<file path="src/rtl/jjy_pkg.sv">
// shared types, codes and a helper function for the jjy time code generator
// no dependencies; every rtl file refers to it by scoped names

package jjy_pkg;

  // symbol codes on the output
  localparam logic [1:0] SYM_ZERO   = 2'd0;
  localparam logic [1:0] SYM_ONE    = 2'd1;
  localparam logic [1:0] SYM_MARKER = 2'd2;

  // operation codes on the input
  localparam logic OP_TICK = 1'b0;
  localparam logic OP_LOAD = 1'b1;

  // configuration register indexes
  localparam logic [1:0] REG_MARKER_MS = 2'd0;
  localparam logic [1:0] REG_ONE_MS    = 2'd1;
  localparam logic [1:0] REG_ZERO_MS   = 2'd2;

  // register reset values
  localparam logic [9:0] MARKER_MS_RESET = 10'd200;
  localparam logic [9:0] ONE_MS_RESET    = 10'd500;
  localparam logic [9:0] ZERO_MS_RESET   = 10'd800;

  // time limits in bcd
  localparam logic [6:0] MINUTE_LAST_BCD = 7'h59;
  localparam logic [5:0] HOUR_LAST_BCD   = 6'h23;
  localparam logic [9:0] DAY_LAST_BCD    = 10'h365;
  localparam logic [6:0] QUIET_MIN_A     = 7'h15;
  localparam logic [6:0] QUIET_MIN_B     = 7'h45;

  localparam logic [5:0] SECOND_LAST  = 6'd59;
  localparam logic [2:0] WEEKDAY_LAST = 3'd6;

  // current time state
  typedef struct packed {
    logic [5:0] second;
    logic [6:0] minute;
    logic [5:0] hour;
    logic [9:0] day;
    logic [7:0] year;
    logic [2:0] weekday;
    logic       resync;
  } time_state_t;

  // carrier widths from the configuration registers
  typedef struct packed {
    logic [9:0] marker_ms;
    logic [9:0] one_ms;
    logic [9:0] zero_ms;
  } widths_t;

  // one result item, last field in the low bits
  typedef struct packed {
    logic       resync_request;
    logic [5:0] position;
    logic [9:0] high_ms;
    logic [1:0] symbol;
  } result_t;

  localparam int RESULT_BITS = $bits(result_t);

  // binary 0..399 to three bcd digits (hundreds held in two bits)
  function automatic logic [11:0] bin_to_bcd3(input logic [8:0] v);
    logic [1:0] hun;
    logic [6:0] rem;
    logic [3:0] ten;
    logic [3:0] one;
    if (v >= 9'd300) begin
      hun = 2'd3;
      rem = 7'(v - 9'd300);
    end else if (v >= 9'd200) begin
      hun = 2'd2;
      rem = 7'(v - 9'd200);
    end else if (v >= 9'd100) begin
      hun = 2'd1;
      rem = 7'(v - 9'd100);
    end else begin
      hun = 2'd0;
      rem = v[6:0];
    end
    ten = 4'd0;
    for (int k = 1; k < 10; k++) begin
      if (rem >= 7'(k * 10)) ten = 4'(k);
    end
    one = 4'(rem - 7'(ten) * 7'd10);
    return {2'b00, hun, ten, one};
  endfunction

endpackage

</file>
<file path="src/rtl/jjy_time_code_generator_unit.sv">
// top level of the jjy time code generator
// depends on jjy_pkg, jjy_timekeeper, jjy_symbol and jjy_out_skid
//
// usage
//   input channel (s_*): one transaction is either a tick (s_tuser = 0) or a
//   time load (s_tuser = 1) with year, day of year, hour, minute, second and
//   weekday in s_tdata. a load gives no result; a tick gives one symbol.
//   output channel (m_*): symbol code, carrier-on width in ms, second position
//   and the resync request flag as it stands after the tick.
//   config port: cfg_we writes cfg_data into register cfg_index (marker, one,
//   zero widths); write only while no transaction is in flight.
// timing
//   a tick accepted at one edge shows its result on m_* after that edge if no
//   older result waits. state update and symbol select sit between the time and
//   result registers: one transaction per cycle is taken while s_tready is high.
// reset
//   rst clears the time to day one 00:00:00, weekday 0, widths to 200/500/800
//   ms, and empties the output buffer.
// stall
//   when m_tready is low the result register holds and a skid register takes
//   one more result; s_tready drops only while the skid register is full.

module jjy_time_code_generator_unit (
  input  logic        clk,
  input  logic        rst,
  // input transactions
  input  logic        s_tvalid,
  output logic        s_tready,
  // s_tdata, low bit up: set_year[6:0], set_day_of_year[15:7], set_hour[20:16],
  // set_minute[26:21], set_second[32:27], set_weekday[35:33], zero pad[39:36]
  input  logic [39:0] s_tdata,
  // s_tuser: operation (0 = tick, 1 = load)
  input  logic        s_tuser,
  // result transactions
  output logic        m_tvalid,
  input  logic        m_tready,
  // m_tdata, low bit up: symbol[1:0], high_ms[11:2], position[17:12],
  // resync_request[18], zero pad[23:19]
  output logic [23:0] m_tdata,
  // configuration writes
  input  logic        cfg_we,
  input  logic [1:0]  cfg_index,
  input  logic [9:0]  cfg_data
);

  jjy_pkg::widths_t     widths;
  jjy_pkg::time_state_t st;
  jjy_pkg::result_t     result;
  logic                 accept;
  logic                 tick;
  logic                 load;
  logic                 resync_next;
  logic                 space;
  logic [jjy_pkg::RESULT_BITS-1:0] out_bits;

  assign s_tready = space;
  assign accept   = s_tvalid && s_tready;
  assign tick     = accept && (s_tuser == jjy_pkg::OP_TICK);
  assign load     = accept && (s_tuser == jjy_pkg::OP_LOAD);

  // width registers
  always_ff @(posedge clk) begin
    if (rst) begin
      widths.marker_ms <= jjy_pkg::MARKER_MS_RESET;
      widths.one_ms    <= jjy_pkg::ONE_MS_RESET;
      widths.zero_ms   <= jjy_pkg::ZERO_MS_RESET;
    end else if (cfg_we) begin
      unique case (cfg_index)
        jjy_pkg::REG_MARKER_MS: widths.marker_ms <= cfg_data;
        jjy_pkg::REG_ONE_MS:    widths.one_ms    <= cfg_data;
        jjy_pkg::REG_ZERO_MS:   widths.zero_ms   <= cfg_data;
        default: begin
          // index outside the register list: ignored
        end
      endcase
    end
  end

  // time state and its advance
  jjy_timekeeper u_time (
    .clk             (clk),
    .rst             (rst),
    .tick            (tick),
    .load            (load),
    .set_year        (s_tdata[6:0]),
    .set_day_of_year (s_tdata[15:7]),
    .set_hour        (s_tdata[20:16]),
    .set_minute      (s_tdata[26:21]),
    .set_second      (s_tdata[32:27]),
    .set_weekday     (s_tdata[35:33]),
    .st              (st),
    .resync_next     (resync_next)
  );

  // symbol for the second position before the advance
  jjy_symbol u_sym (
    .st       (st),
    .widths   (widths),
    .symbol   (result.symbol),
    .high_ms  (result.high_ms),
    .position (result.position)
  );

  // the flag reported is the one left behind by this tick
  assign result.resync_request = resync_next;

  jjy_out_skid u_out (
    .clk       (clk),
    .rst       (rst),
    .push      (tick),
    .push_data (result),
    .space     (space),
    .m_tvalid  (m_tvalid),
    .m_tready  (m_tready),
    .m_data    (out_bits)
  );

  assign m_tdata = {(24 - jjy_pkg::RESULT_BITS)'(0), out_bits};

endmodule

</file>
<file path="src/rtl/jjy_symbol.sv">
// symbol encoder: picks the jjy symbol and carrier width for the current second
// depends on jjy_pkg

module jjy_symbol (
  input  jjy_pkg::time_state_t st,
  input  jjy_pkg::widths_t     widths,
  output logic [1:0]           symbol,
  output logic [9:0]           high_ms,
  output logic [5:0]           position
);

  logic [63:0] frame;
  logic        quiet;
  logic        marker;
  logic [5:0]  pos;

  assign pos   = st.second;
  assign quiet = (st.minute == jjy_pkg::QUIET_MIN_A) || (st.minute == jjy_pkg::QUIET_MIN_B);

  assign marker = (pos == 6'd0) || (pos == 6'd9) || (pos == 6'd19) || (pos == 6'd29) ||
                  (pos == 6'd39) || (pos == 6'd49) || (pos == 6'd59);

  // data bits laid out at their frame positions
  always_comb begin
    frame = '0;
    frame[3:1]   = {st.minute[4], st.minute[5], st.minute[6]};
    frame[8:5]   = {st.minute[0], st.minute[1], st.minute[2], st.minute[3]};
    frame[13:12] = {st.hour[4], st.hour[5]};
    frame[18:15] = {st.hour[0], st.hour[1], st.hour[2], st.hour[3]};
    frame[23:22] = {st.day[8], st.day[9]};
    frame[28:25] = {st.day[4], st.day[5], st.day[6], st.day[7]};
    frame[33:30] = {st.day[0], st.day[1], st.day[2], st.day[3]};
    frame[36]    = ^st.hour;
    frame[37]    = ^st.minute;
    if (!quiet) begin
      for (int i = 0; i < 8; i++) begin
        frame[48 - i] = st.year[i];
      end
      for (int i = 0; i < 3; i++) begin
        frame[52 - i] = st.weekday[i];
      end
    end
  end

  always_comb begin
    position = pos;
    if (marker) begin
      symbol  = jjy_pkg::SYM_MARKER;
      high_ms = widths.marker_ms;
    end else if (frame[pos]) begin
      symbol  = jjy_pkg::SYM_ONE;
      high_ms = widths.one_ms;
    end else begin
      symbol  = jjy_pkg::SYM_ZERO;
      high_ms = widths.zero_ms;
    end
  end

endmodule

</file>
<file path="src/rtl/jjy_timekeeper.sv">
// time state registers: load with saturation and year wrap, second advance and bcd rollover
// depends on jjy_pkg

module jjy_timekeeper (
  input  logic                 clk,
  input  logic                 rst,
  input  logic                 tick,
  input  logic                 load,
  input  logic [6:0]           set_year,
  input  logic [8:0]           set_day_of_year,
  input  logic [4:0]           set_hour,
  input  logic [5:0]           set_minute,
  input  logic [5:0]           set_second,
  input  logic [2:0]           set_weekday,
  output jjy_pkg::time_state_t st,
  output logic                 resync_next
);

  jjy_pkg::time_state_t st_next;
  jjy_pkg::time_state_t adv;
  jjy_pkg::time_state_t ld;

  logic [6:0]  year_mod;
  logic [8:0]  day_sat;
  logic [11:0] year_dig;
  logic [11:0] day_dig;
  logic [11:0] hour_dig;
  logic [11:0] min_dig;

  // load path
  always_comb begin
    year_mod = (set_year >= 7'd100) ? 7'(set_year - 7'd100) : set_year;
    if (set_day_of_year == 9'd0) begin
      day_sat = 9'd1;
    end else if (set_day_of_year > 9'd366) begin
      day_sat = 9'd366;
    end else begin
      day_sat = set_day_of_year;
    end
    year_dig = jjy_pkg::bin_to_bcd3({2'b00, year_mod});
    day_dig  = jjy_pkg::bin_to_bcd3(day_sat);
    hour_dig = jjy_pkg::bin_to_bcd3((set_hour > 5'd23) ? 9'd23 : {4'b0, set_hour});
    min_dig  = jjy_pkg::bin_to_bcd3((set_minute > 6'd59) ? 9'd59 : {3'b0, set_minute});
    ld.year    = year_dig[7:0];
    ld.day     = day_dig[9:0];
    ld.hour    = hour_dig[5:0];
    ld.minute  = min_dig[6:0];
    ld.second  = (set_second > jjy_pkg::SECOND_LAST) ? jjy_pkg::SECOND_LAST : set_second;
    ld.weekday = set_weekday;
    ld.resync  = 1'b0;
  end

  // tick path
  always_comb begin
    adv = st;
    if (st.second >= jjy_pkg::SECOND_LAST) begin
      adv.second = 6'd0;
      if (!st.resync) begin
        if (st.minute == jjy_pkg::MINUTE_LAST_BCD) begin
          adv.minute = 7'h00;
          if (st.hour == jjy_pkg::HOUR_LAST_BCD) begin
            adv.hour = 6'h00;
            if (st.day >= jjy_pkg::DAY_LAST_BCD) begin
              adv.resync = 1'b1;
            end else begin
              if (st.day[3:0] != 4'd9) begin
                adv.day[3:0] = st.day[3:0] + 4'd1;
              end else if (st.day[7:4] != 4'd9) begin
                adv.day[3:0] = 4'd0;
                adv.day[7:4] = st.day[7:4] + 4'd1;
              end else begin
                adv.day[7:0] = 8'h00;
                adv.day[9:8] = st.day[9:8] + 2'd1;
              end
              adv.weekday = (st.weekday >= jjy_pkg::WEEKDAY_LAST) ? 3'd0 : st.weekday + 3'd1;
            end
          end else if (st.hour[3:0] == 4'd9) begin
            adv.hour = {st.hour[5:4] + 2'd1, 4'd0};
          end else begin
            adv.hour = st.hour + 6'd1;
          end
        end else if (st.minute[3:0] == 4'd9) begin
          adv.minute = {st.minute[6:4] + 3'd1, 4'd0};
        end else begin
          adv.minute = st.minute + 7'd1;
        end
      end
    end else begin
      adv.second = st.second + 6'd1;
    end
  end

  always_comb begin
    if (load) begin
      st_next = ld;
    end else if (tick) begin
      st_next = adv;
    end else begin
      st_next = st;
    end
  end

  assign resync_next = adv.resync;

  always_ff @(posedge clk) begin
    if (rst) begin
      st <= '{second: 6'd0, minute: 7'h00, hour: 6'h00, day: 10'h001,
              year: 8'h00, weekday: 3'd0, resync: 1'b0};
    end else begin
      st <= st_next;
    end
  end

endmodule

</file>
<file path="src/rtl/jjy_out_skid.sv">
// two-entry output buffer: result register plus skid register
// depends on jjy_pkg

module jjy_out_skid (
  input  logic                           clk,
  input  logic                           rst,
  input  logic                           push,
  input  jjy_pkg::result_t               push_data,
  output logic                           space,
  output logic                           m_tvalid,
  input  logic                           m_tready,
  output logic [jjy_pkg::RESULT_BITS-1:0] m_data
);

  jjy_pkg::result_t out_reg;
  jjy_pkg::result_t skid_reg;
  logic             out_valid;
  logic             skid_valid;
  logic             pop;

  assign pop      = out_valid && m_tready;
  assign space    = !skid_valid;
  assign m_tvalid = out_valid;
  assign m_data   = out_reg;

  always_ff @(posedge clk) begin
    if (rst) begin
      out_valid  <= 1'b0;
      skid_valid <= 1'b0;
    end else if (skid_valid) begin
      if (pop) begin
        skid_valid <= 1'b0;
      end
    end else if (push) begin
      if (!out_valid || pop) begin
        out_valid <= 1'b1;
      end else begin
        skid_valid <= 1'b1;
      end
    end else if (pop) begin
      out_valid <= 1'b0;
    end
  end

  // payload moves without reset
  always_ff @(posedge clk) begin
    if (skid_valid) begin
      if (pop) begin
        out_reg <= skid_reg;
      end
    end else if (push) begin
      if (!out_valid || pop) begin
        out_reg <= push_data;
      end else begin
        skid_reg <= push_data;
      end
    end
  end

endmodule

</file>
<file path="config.mk">
export PLATFORM = sky130hd
export DESIGN_NAME = jjy_time_code_generator_unit
export DESIGN_NICKNAME = d
export VERILOG_FILES = /design/src/rtl/jjy_pkg.sv /design/src/rtl/jjy_time_code_generator_unit.sv /design/src/rtl/jjy_symbol.sv /design/src/rtl/jjy_timekeeper.sv /design/src/rtl/jjy_out_skid.sv
export SDC_FILE = /design/constraint.sdc
export NUM_CORES = 1
export LEC_CHECK = 0
export BUFFER_PORTS_ARGS = -buffer_cell sky130_fd_sc_hd__buf_2
export CAP_MARGIN = 20
export CORE_MARGIN = 10
export CORE_UTILIZATION = 30
export CTS_CLUSTER_DIAMETER = 200
export DETAILED_ROUTE_END_ITERATION = 6
export GPL_TIMING_DRIVEN = 0
export PLACE_DENSITY_LB_ADDON = 0.1
export SLEW_MARGIN = 20
export SYNTH_ARGS = -nofsm -noshare
export SYNTH_HDL_FRONTEND = slang
export SYNTH_SLANG_ARGS = --single-unit
export TNS_END_PERCENT = 1
</file>
<file path="constraint.sdc">
create_clock -name clk -period 7 [get_ports clk]
set_input_delay 1.05 -clock clk [delete_from_list [all_inputs] [get_ports clk]]
set_output_delay 1.05 -clock clk [all_outputs]
set_load 0.005 [all_outputs]
</file>
==> results.sh, run 1 <==
export IMPL_tightest_slew_ns=0.8875
export IMPL_total_power_mw=1.715
export IMPL_cts_num_sinks=111
export IMPL_final_core_util=0.3504
export IMPL_ys_ff_latch=111
export IMPL_cts_max_path_buffers=2
export IMPL_drive_gt1_frac=0.1437
export IMPL_syn_inst=936
export IMPL_ant_nets=0
export IMPL_slowest_stage="a21oi_1"
export IMPL_grt_max_degree=24
export IMPL_antenna_found_initial=1
export IMPL_r2r_setup_slack_ns=3.47
export IMPL_dr_total_vias=7067
export IMPL_hold_buffers=0
export IMPL_whs_endpoint="u_out.skid_reg[15]"
export IMPL_critPathLaunchType="input pin"
export IMPL_reg2reg_depth=11
export IMPL_drt_wl_total_um=23430
export IMPL_ys_flop_type="dfxtp_1"
export IMPL_track_usage=0.1412
export IMPL_grt_pass1_vias=6742
export IMPL_cts_tree="built"
export IMPL_critical_path_top_delay_family="compound AO/OA/AOI/OAI gates"
export IMPL_clk_root_buffer_cell="clkbuf_16"
export IMPL_clk_latency_ns=0.37
export IMPL_num_io_pins=84
export IMPL_drtIter0Drc=455
export IMPL_cp_cell_sequence="buf_2 -> clkbuf_1 -> nand3_1 -> a21oi_1 -> nor2_1 -> inv_1 -> ha_1 -> nand4bb_1 -> nor3_1 -> o21a_2 -> o211ai_1 -> o31a_1 -> clkbuf_1 -> nor4_1 -> a211o_1 -> a22oi_1 -> ha_1 -> fa_1 -> xnor2_1 -> nand3_1 -> a311o_1 -> nand4_1"
export IMPL_dieArea_um2=32460
export IMPL_post_drt_via_cell_ratio=5.196
export IMPL_synth_avg_cell_area_um2=8.221
export IMPL_critPathArrivalTime_ns=5.81
export IMPL_wl_per_cell_um=17.23
export IMPL_largest_register="u_time.st"
export IMPL_status="finished, final reports clean"
export IMPL_start_util=0.3056
export IMPL_rows=58
export IMPL_slew_violations=0
export IMPL_timing_fmax_mhz=181.6
export IMPL_finalHoldViolCount=0
export IMPL_diodes=0
export IMPL_port_buffers=73
export IMPL_core_area_um2=25180
export IMPL_cp_end_kind="flip-flop"
export IMPL_slowest_delay_ns=0.38
export IMPL_final_cell_mix="134 x nand2_1, 87 x a21oi_1, 77 x buf_2, 74 x nor2_1, 73 x dfxtp_1"
export IMPL_cts_buffers=9
export IMPL_final_common_cell="nand2_1"
export IMPL_die_w_um=180.2
export IMPL_reg_top3="u_time.st: 41 flops, widths: 30 flops"
export IMPL_chipHeight_um=180.2
export IMPL_p_leak_nw=3.376
export IMPL_synth_area_leaders="dfxtp_1 19%, edfxtp_1 15%, nand2_1 6.5%"
export IMPL_synthArstFlopShare=0
export IMPL_synth_cell_types=99
export IMPL_cp_max_fo=10
export IMPL_setup_viol=0
export IMPL_hold_depth=0
export IMPL_grt_first_pass_wirelength_um=37950
export IMPL_cts_setup_buffers=0
export IMPL_critPathKind="input pin to flip-flop"
export IMPL_drt_pass1_iter_count=5
export IMPL_h_tree_depth=3
export IMPL_rsz0062_at_grt="false"
export IMPL_finalSetupTns_ns=0
export IMPL_fin_nets=1124
export IMPL_hold_path_class="flip-flop to flip-flop"
export IMPL_seq_area_frac_synth=0.3382
export IMPL_min_period_ns=5.508
export IMPL_synth_cell_area_um2=7695
export IMPL_relSlewSlack=0.4084
export IMPL_path_depth=22
export IMPL_p_per_area_nw_per_um2=194.3
export IMPL_largest_register_ffs=41
export IMPL_place_hpwl_um=17960
export IMPL_drc=0
export IMPL_worst_ep_required_time_ns=7.30
export IMPL_cap_violations=0
export IMPL_hold_start="u_time.st[38]"
export IMPL_rr_startpoint="u_time.st[36]"
export IMPL_critPathBufInv=4
export IMPL_cts_resized=0
export IMPL_clk_pin_slew_ns=0.08
export IMPL_r2r_end="u_out.m_data[4]"
export IMPL_syn_to_final_growth_pct=14.68
export IMPL_overflow=0
export IMPL_ir_drop_v=0.0001003
export IMPL_synth_top_area_cell="dfxtp_1"
export IMPL_place_congestion=0.8244
export IMPL_synth_edf_count=38
export IMPL_yosys_area_top_type_share=0.1899
export IMPL_min_period_over_period=0.7869
export IMPL_fin_skew_ns=0.01542
export IMPL_yosys_warnings=0
-- how the worst max path moves through the flow --
stage / start / to / slack [ns]
CTS: s_tdata[11] / u_time.st[15] / 1.53
floorplan: s_tdata[11] / u_time.st[15] / 2.02
detailed placement: s_tdata[11] / u_time.st[15] / 1.16
global placement: s_tdata[11] / u_time.st[15] / 1.14
finish: s_tdata[11] / u_time.st[15] / 1.49
global route: s_tdata[11] / u_time.st[15] / 0.94
-- power breakdown --
| part | total [mW] | leakage [nW] | switching (mW) | internal [mW] |
|---|---|---|---|---|
| clock network | 0.543 | 0.152 | 0.283 | 0.260 |
| logic | 0.441 | 2.27 | 0.268 | 0.173 |
| registers | 0.730 | 0.953 | 0.0252 | 0.705 |
-- kinds of logic (layout without fill, tap and decap cells) --
logic type,count (synthesis),count (layout),share of synthesized area
and+or+nand+nor,351,351,0.2192
xor gates and xnor gates,18,18,0.02146
muxes,29,29,0.04553
AOI/OAI and AO/OA,281,281,0.2473
other,1,5,0.0004873
buffers and inverters,102,192,0.05447
DFF,111,111,0.3382
adders and majority gates,43,43,0.07333
-- routing by layer --
layer  track usage  wire (um)  up-vias
li1              -          -     3581
met1        0.1971      11720     3328
met2        0.2228      10700      147
met3       0.02209        773       11
met4       0.03281        235        0
met5             0          0        -
-- synth_stat cells, types with 4 or more instances --
| cell | n |
|---|---|
| nand3_1 | 20 |
| inv_1 | 45 |
| mux2i_1 | 17 |
| a21o_1 | 5 |
| dfxtp_1 | 73 |
| o21ai_0 | 60 |
| a31oi_1 | 6 |
| a221oi_1 | 15 |
| o211a_1 | 4 |
| xnor2_1 | 14 |
| or2_2 | 5 |
| mux4_2 | 4 |
| and3_1 | 7 |
| a211o_1 | 6 |
| a22oi_1 | 5 |
| edfxtp_1 | 38 |
| nor3b_1 | 4 |
| nor4_1 | 4 |
| nand4_1 | 7 |
| nand3b_1 | 15 |
| buf_4 | 6 |
| and2_1 | 8 |
| o21a_1 | 4 |
| nor2_1 | 74 |
| or3_1 | 5 |
| nand2b_1 | 13 |
| fa_1 | 4 |
| clkbuf_1 | 39 |
| o31ai_1 | 5 |
| mux2_2 | 8 |
| a211oi_1 | 16 |
| buf_1 | 4 |
| nand2_1 | 134 |
| buf_2 | 4 |
| a21oi_1 | 88 |
| o32ai_1 | 4 |
| o22ai_1 | 4 |
| a311oi_1 | 4 |
| ha_1 | 37 |
| nor3_1 | 30 |
| nor2b_1 | 7 |
-- cell type report --
cell class	count	area [um^2]
plain buffers	55	242.7
clock buffers	9	225.2
clock inverters	7	91.34
fillers	2683	16360
inverters	47	176.4
multi-input cells	727	4697
flip-flops and latches	111	2603
well taps	330	412.9
repair buffers	74	376.6
-- metrics by stage --
stage	instance area (um^2)	hold slack (ns)	setup slack (ns)	std cells
final	8825	0.4360	1.492	1360
after global routing	8825	0.4508	0.9419	1360
after CTS	8825	0.4356	1.533	1360
after detailed placement	8508	0.4158	1.161	1344
after global placement	8488	0.4154	1.141	1343
after floorplan	7710	0.4064	2.022	940
(Power assumes the default switching activity.)
==> run 2: changes to the inputs <==
==> constraint.sdc (replaced) <==
create_clock -name clk -period 5.3 [get_ports clk]
set_input_delay 0.795 -clock clk [delete_from_list [all_inputs] [get_ports clk]]
set_output_delay 0.795 -clock clk [all_outputs]
set_load 0.005 [all_outputs]
==> run 2 against run 1 <==
Effect of this change: cell count about the same; via count fell by 0.41%; critical path depth shrank 2; hold slack about the same; worst setup slack lost 1.2 ns; largest cell class unchanged; largest power group unchanged.
==> results.sh, run 2 (synthesized netlist as in run 1, its figures left out) <==
export IMPL_cts_buffers=9
export IMPL_status="finished, final reports clean"
export IMPL_drive_gt1_frac=0.1477
export IMPL_switching_share=0.3362
export IMPL_track_usage=0.1412
export IMPL_dp_cells=1344
export IMPL_start_util=0.3056
export IMPL_critPathLaunchType="input pin"
export IMPL_cts_setup_buffers=0
export IMPL_critPathKind="input pin to flip-flop"
export IMPL_final_common_cell="nand2_1"
export IMPL_place_hpwl_um=17960
export IMPL_drt_wl_total_um=23410
export IMPL_syn_to_final_growth_pct=15.04
export IMPL_p_per_area_nw_per_um2=256.2
export IMPL_fill_cells=2683
export IMPL_instances_no_fill=1359
export IMPL_p_sw_uw=762.6
export IMPL_h_tree_depth=3
export IMPL_largest_register_ffs=41
export IMPL_r2r_setup_slack_ns=1.76
export IMPL_p_leak_nw=3.383
export IMPL_post_drt_via_cell_ratio=5.179
export IMPL_relSlewSlack=0.4095
export IMPL_core_area_um2=25180
export IMPL_antenna_found_initial=1
export IMPL_drtIter0Drc=453
export IMPL_rows=58
export IMPL_stdcell_area_um2=8852
export IMPL_drt_pass1_iter_count=4
export IMPL_dieArea_um2=32460
export IMPL_cts_num_sinks=111
export IMPL_pre_cts_slack_ns=-0.2835
export IMPL_rsz0062_at_grt="false"
export IMPL_setup_viol=0
export IMPL_num_io_pins=84
export IMPL_clk_pin_slew_ns=0.08
export IMPL_dr_total_vias=7038
export IMPL_cap_violations=0
export IMPL_cts_max_path_buffers=2
export IMPL_sequentialPowerShare=0.425
export IMPL_diodes=0
export IMPL_fin_ws_ns=0.3330
export IMPL_overflow=0
export IMPL_critPathArrivalTime_ns=5.25
export IMPL_grt_first_pass_wirelength_um=37950
export IMPL_tightest_slew_ns=0.8857
export IMPL_port_buffers=73
export IMPL_cp_max_fo=10
export IMPL_ir_drop_v=0.0001325
export IMPL_largest_register="u_time.st"
export IMPL_wl_per_cell_um=17.22
export IMPL_place_congestion=0.8244
export IMPL_drc=0
export IMPL_hold_path_class="flip-flop to flip-flop"
export IMPL_grt_max_degree=24
export IMPL_grt_pass1_vias=6742
export IMPL_combinationalPowerShare=0.258
export IMPL_chipHeight_um=180.2
export IMPL_timing_fmax_mhz=201.3
export IMPL_clkPwrFrac=0.317
export IMPL_slew_violations=0
export IMPL_clk_latency_ns=0.37
export IMPL_finalHoldViolCount=0
export IMPL_p_int_mw=1.506
export IMPL_cp_end_kind="flip-flop"
export IMPL_placed_area_um2=8508
export IMPL_die_w_um=180.2
export IMPL_final_cell_mix="134 x nand2_1, 86 x a21oi_1, 77 x buf_2, 73 x nor2_1, 73 x dfxtp_1"
export IMPL_min_period_ns=4.967
export IMPL_min_period_over_period=0.9372
export IMPL_fin_skew_ns=0.01521
export IMPL_clk_root_buffer_cell="clkbuf_16"
export IMPL_worst_ep_required_time_ns=5.58
export IMPL_reg_top3="u_time.st: 41 flops, widths: 30 flops"
export IMPL_cts_tree="built"
export IMPL_ant_nets=0
export IMPL_fin_nets=1123
## run 2: final timing paths
path                                            to  cells past startpoint           from
worst min-delay path            u_out.skid_reg[15]                      0  u_time.st[38]
worst max register to register     u_out.m_data[4]                     11  u_time.st[36]
worst min register to register  u_out.skid_reg[15]                      0  u_time.st[38]
worst max-delay path                 u_time.st[14]                     20    s_tdata[11]
## run 2: worst max-delay path: stages
cell	delay, ns
buf_2	0.12
clkbuf_2	0.19
nand3_1	0.18
a21oi_4	0.10
nor2_2	0.27
inv_1	0.13
ha_1	0.26
a21o_1	0.18
a211o_1	0.34
o21a_2	0.31
a221oi_2	0.22
a32oi_1	0.20
or4_1	0.58
o311a_1	0.16
a22oi_1	0.17
ha_1	0.19
fa_1	0.43
o21ai_0	0.21
nand2_1	0.08
a21oi_1	0.13
## run 2: power groups by stage
stage          clock network [mW]  logic (mW)  registers [mW]
5_1_grt                     0.774       0.659           0.971
4_1_cts                     0.742       0.586           0.965
6_report                    0.718       0.586           0.965
3_5_place_dp                    0       0.582           0.985
2_1_floorplan                   0       0.404           0.976
3_3_place_gp                    0       0.581           0.985
## run 2: final cells by class
cell class	count	area, um^2	share of cell area
Buffer	54	240.2	0.02714
Clock buffer	9	225.2	0.02544
Clock inverter	7	91.34	0.01032
Inverter	47	176.4	0.01993
Multi-Input combinational cell	727	4727	0.5340
Sequential cell	111	2603	0.2940
Tap cell	330	412.9	0.04664
Timing Repair Buffer	74	376.6	0.04254
## run 2: per-layer routing
layer  share of wire  up-vias  GRT usage
met5               0        -          0
met2            0.46      124     0.2228
met4          0.0099        0    0.03281
met3           0.029        9    0.02209
li1                -     3581          -
met1            0.50     3324     0.1971
## run 2: stage by stage
stage | utilization | setup TNS [ns] | power, mW | hold slack, ns
4_1_cts | 0.3504 | 0 | 2.293 | 0.4356
2_1_floorplan | - | 0 | 1.380 | 0.4064
3_3_place_gp | 0.3371 | -0.5477 | 1.566 | 0.4154
5_1_grt | 0.3515 | 0 | 2.404 | 0.4508
6_report | 0.3515 | 0 | 2.268 | 0.4361
3_5_place_dp | 0.3379 | -0.4747 | 1.567 | 0.4158
## run 2: repair_timing
item	in CTS	in global routing
endpoints found under the setup margin	0	2
endpoints found under the hold margin	0	0
gates resized for setup	0	7
hold buffers	0	0
==> run 3: changes to the inputs <==
--- a/config.mk
+++ b/config.mk
@@ -6,7 +6,8 @@
 export NUM_CORES = 1
 export LEC_CHECK = 0
 export BUFFER_PORTS_ARGS = -buffer_cell sky130_fd_sc_hd__buf_2
-export CAP_MARGIN = 20
+export CELL_PAD_IN_SITES_DETAIL_PLACEMENT = 0
+export CELL_PAD_IN_SITES_GLOBAL_PLACEMENT = 1
 export CORE_MARGIN = 10
 export CORE_UTILIZATION = 30
 export CTS_CLUSTER_DIAMETER = 200
==> run 3 against run 2 <==
Effect of this change: global-route usage is 0.50 points higher; first-iteration DRC count rose by 16%; largest power group unchanged; worst setup slack better by 0.0074 ns; critical path depth is 2 higher; critical endpoint is now u_time.st[15]; maximum frequency increased by 0.15%; utilization hardly changed; critical path type unchanged.
==> results.sh, run 3 (synthesized netlist as in run 1, its figures left out) <==
export IMPL_status="finished, final reports clean"
export IMPL_core_area_um2=25180
export IMPL_critical_path_top_delay_family="compound AO/OA/AOI/OAI gates"
export IMPL_p_sw_uw=775.8
export IMPL_cts_max_path_buffers=2
export IMPL_hold_start="u_time.st[40]"
export IMPL_slew_violations=0
export IMPL_finalHoldViolCount=0
export IMPL_place_congestion=0.8163
export IMPL_rows=58
export IMPL_reg2reg_depth=11
export IMPL_timing_fmax_mhz=201.6
export IMPL_r2r_end="u_out.m_data[2]"
export IMPL_cp_end_kind="flip-flop"
export IMPL_ir_drop_v=0.0001511
export IMPL_dieArea_um2=32460
export IMPL_min_period_over_period=0.9358
export IMPL_p_int_mw=1.508
export IMPL_setup_viol=0
export IMPL_cts_setup_buffers=0
export IMPL_chipHeight_um=180.2
export IMPL_slowest_delay_ns=0.38
export IMPL_num_io_pins=84
export IMPL_diodes=0
export IMPL_slowest_stage="xnor2_2"
export IMPL_cp_cell_sequence="buf_2 -> clkbuf_2 -> nand3_1 -> a21oi_2 -> nor2_2 -> inv_1 -> ha_1 -> a21o_1 -> a211o_1 -> o21ai_1 -> o31ai_4 -> xnor2_2 -> inv_2 -> xnor2_1 -> a211o_1 -> a22oi_1 -> ha_1 -> fa_1 -> xnor2_1 -> nand3_1 -> a311o_1 -> nand4_1"
export IMPL_dr_total_vias=7097
export IMPL_cp_max_fo=10
export IMPL_h_tree_depth=3
export IMPL_final_cell_mix="134 x nand2_1, 86 x a21oi_1, 77 x buf_2, 73 x nor2_1, 73 x dfxtp_1"
export IMPL_overflow=0
export IMPL_hold_depth=0
export IMPL_largest_register_ffs=41
export IMPL_total_power_mw=2.284
export IMPL_sequentialPowerShare=0.423
export IMPL_min_period_ns=4.960
export IMPL_grt_first_pass_wirelength_um=39030
export IMPL_p_leak_nw=3.384
export IMPL_p_per_area_nw_per_um2=258.1
export IMPL_drt_pass1_iter_count=5
export IMPL_whs_endpoint="u_out.skid_reg[17]"
export IMPL_critPathLaunchType="input pin"
export IMPL_pre_cts_slack_ns=-0.3479
export IMPL_critPathKind="input pin to flip-flop"
export IMPL_fin_nets=1123
export IMPL_antenna_found_initial=0
export IMPL_wl_per_cell_um=17.99
export IMPL_start_util=0.3056
export IMPL_tightest_slew_ns=0.9463
export IMPL_regArea_um2=2603
export IMPL_clkPwrFrac=0.319
export IMPL_post_drt_via_cell_ratio=5.222
export IMPL_grt_max_degree=24
export IMPL_place_hpwl_um=18620
export IMPL_track_usage=0.1462
export IMPL_reg_top3="u_time.st: 41 flops, widths: 30 flops"
export IMPL_fin_skew_ns=0.01470
export IMPL_syn_to_final_growth_pct=14.98
export IMPL_largest_register="u_time.st"
export IMPL_final_common_cell="nand2_1"
export IMPL_hold_buffers=0
export IMPL_clk_root_buffer_cell="clkbuf_16"
export IMPL_fin_ws_ns=0.3404
export IMPL_hold_path_class="flip-flop to flip-flop"
export IMPL_fill_cells=2684
export IMPL_drtIter0Drc=526
export IMPL_cap_violations=0
export IMPL_critPathArrivalTime_ns=5.27
export IMPL_worst_ep_required_time_ns=5.61
export IMPL_r2r_setup_slack_ns=1.72
export IMPL_cts_buffers=9
export IMPL_relSlewSlack=0.3691
export IMPL_cts_num_sinks=111
export IMPL_critPathBufInv=4
export IMPL_instances_no_fill=1359
export IMPL_drive_gt1_frac=0.1487
export IMPL_clk_pin_slew_ns=0.09
export IMPL_drt_wl_total_um=24440
export IMPL_multiInputGateArea_um2=4716
export IMPL_port_buffers=73
export IMPL_final_core_util=0.3513
export IMPL_die_w_um=180.2
export IMPL_cts_tree="built"
export IMPL_dp_cells=1344
export IMPL_switching_share=0.3397
export IMPL_grt_pass1_vias=6788
export IMPL_combinationalPowerShare=0.258
export IMPL_drc=0
export IMPL_clk_latency_ns=0.37
export IMPL_rsz0062_at_grt="false"
export IMPL_ant_nets=0
export IMPL_rr_startpoint="u_time.st[36]"
## run 3: what timing repair did
item,4_1_cts,5_1_grt
setup endpoints to repair,0,2
gates resized for setup,0,6
hold endpoints to repair,0,0
## run 3: worst reg2reg max path, stage by stage (launching register included)
cell,delay [ns]
dfxtp_1,0.41
buf_2,0.25
buf_1,0.38
mux2i_1,0.24
o21ai_0,0.09
mux4_2,0.48
a21oi_1,0.16
nor2_1,0.05
a21oi_1,0.37
buf_4,0.32
mux2i_1,0.41
a221oi_1,0.13
## run 3: worst max path at each step
stage / from / end / slack (ns) / cells after the start
detailed placement: s_tdata[11] / u_time.st[15] / -0.35 / 22
finish: s_tdata[11] / u_time.st[15] / 0.34 / 22
floorplan: s_tdata[11] / u_time.st[15] / 0.58 / 21
CTS: s_tdata[11] / u_time.st[15] / 0.03 / 21
global placement: s_tdata[11] / u_time.st[15] / -0.41 / 22
global route: s_tdata[11] / u_time.st[15] / 0.008 / 22
## run 3: metrics by stage
stage	hold slack (ns)	TNS (ns)	area [um^2]
6_report	0.4360	0	8847
5_1_grt	0.4501	0	8847
4_1_cts	0.4365	0	8831
3_5_place_dp	0.4169	-0.5940	8512
3_3_place_gp	0.4158	-0.6262	8488
2_1_floorplan	0.4064	0	7710
## run 3: layout make-up
cell class | count | area share
Tap cell | 330 | 0.04667
Buffer | 54 | 0.02715
Timing Repair Buffer | 74 | 0.04299
Sequential cell | 111 | 0.2942
Inverter | 47 | 0.01994
Clock inverter | 7 | 0.01061
Multi-Input combinational cell | 727 | 0.5330
Clock buffer | 9 | 0.02546
## run 3: metal layers
layer | global-route usage | vias to the layer above | part of all wire
met4 | 0.02756 | 0 | 0.0095
met5 | 0 | - | 0
met2 | 0.2317 | 126 | 0.46
met1 | 0.2051 | 3369 | 0.50
met3 | 0.02390 | 15 | 0.033
li1 | - | 3587 | -
## run 3: power by group through the flow
| stage | clock, mW | sequential (mW) | combinational (mW) |
|---|---|---|---|
| CTS | 0.750 | 0.966 | 0.589 |
| finish | 0.729 | 0.966 | 0.589 |
| global route | 0.774 | 0.972 | 0.661 |
| global placement | 0 | 0.986 | 0.589 |
| floorplan | 0 | 0.976 | 0.404 |
| detailed placement | 0 | 0.986 | 0.586 |
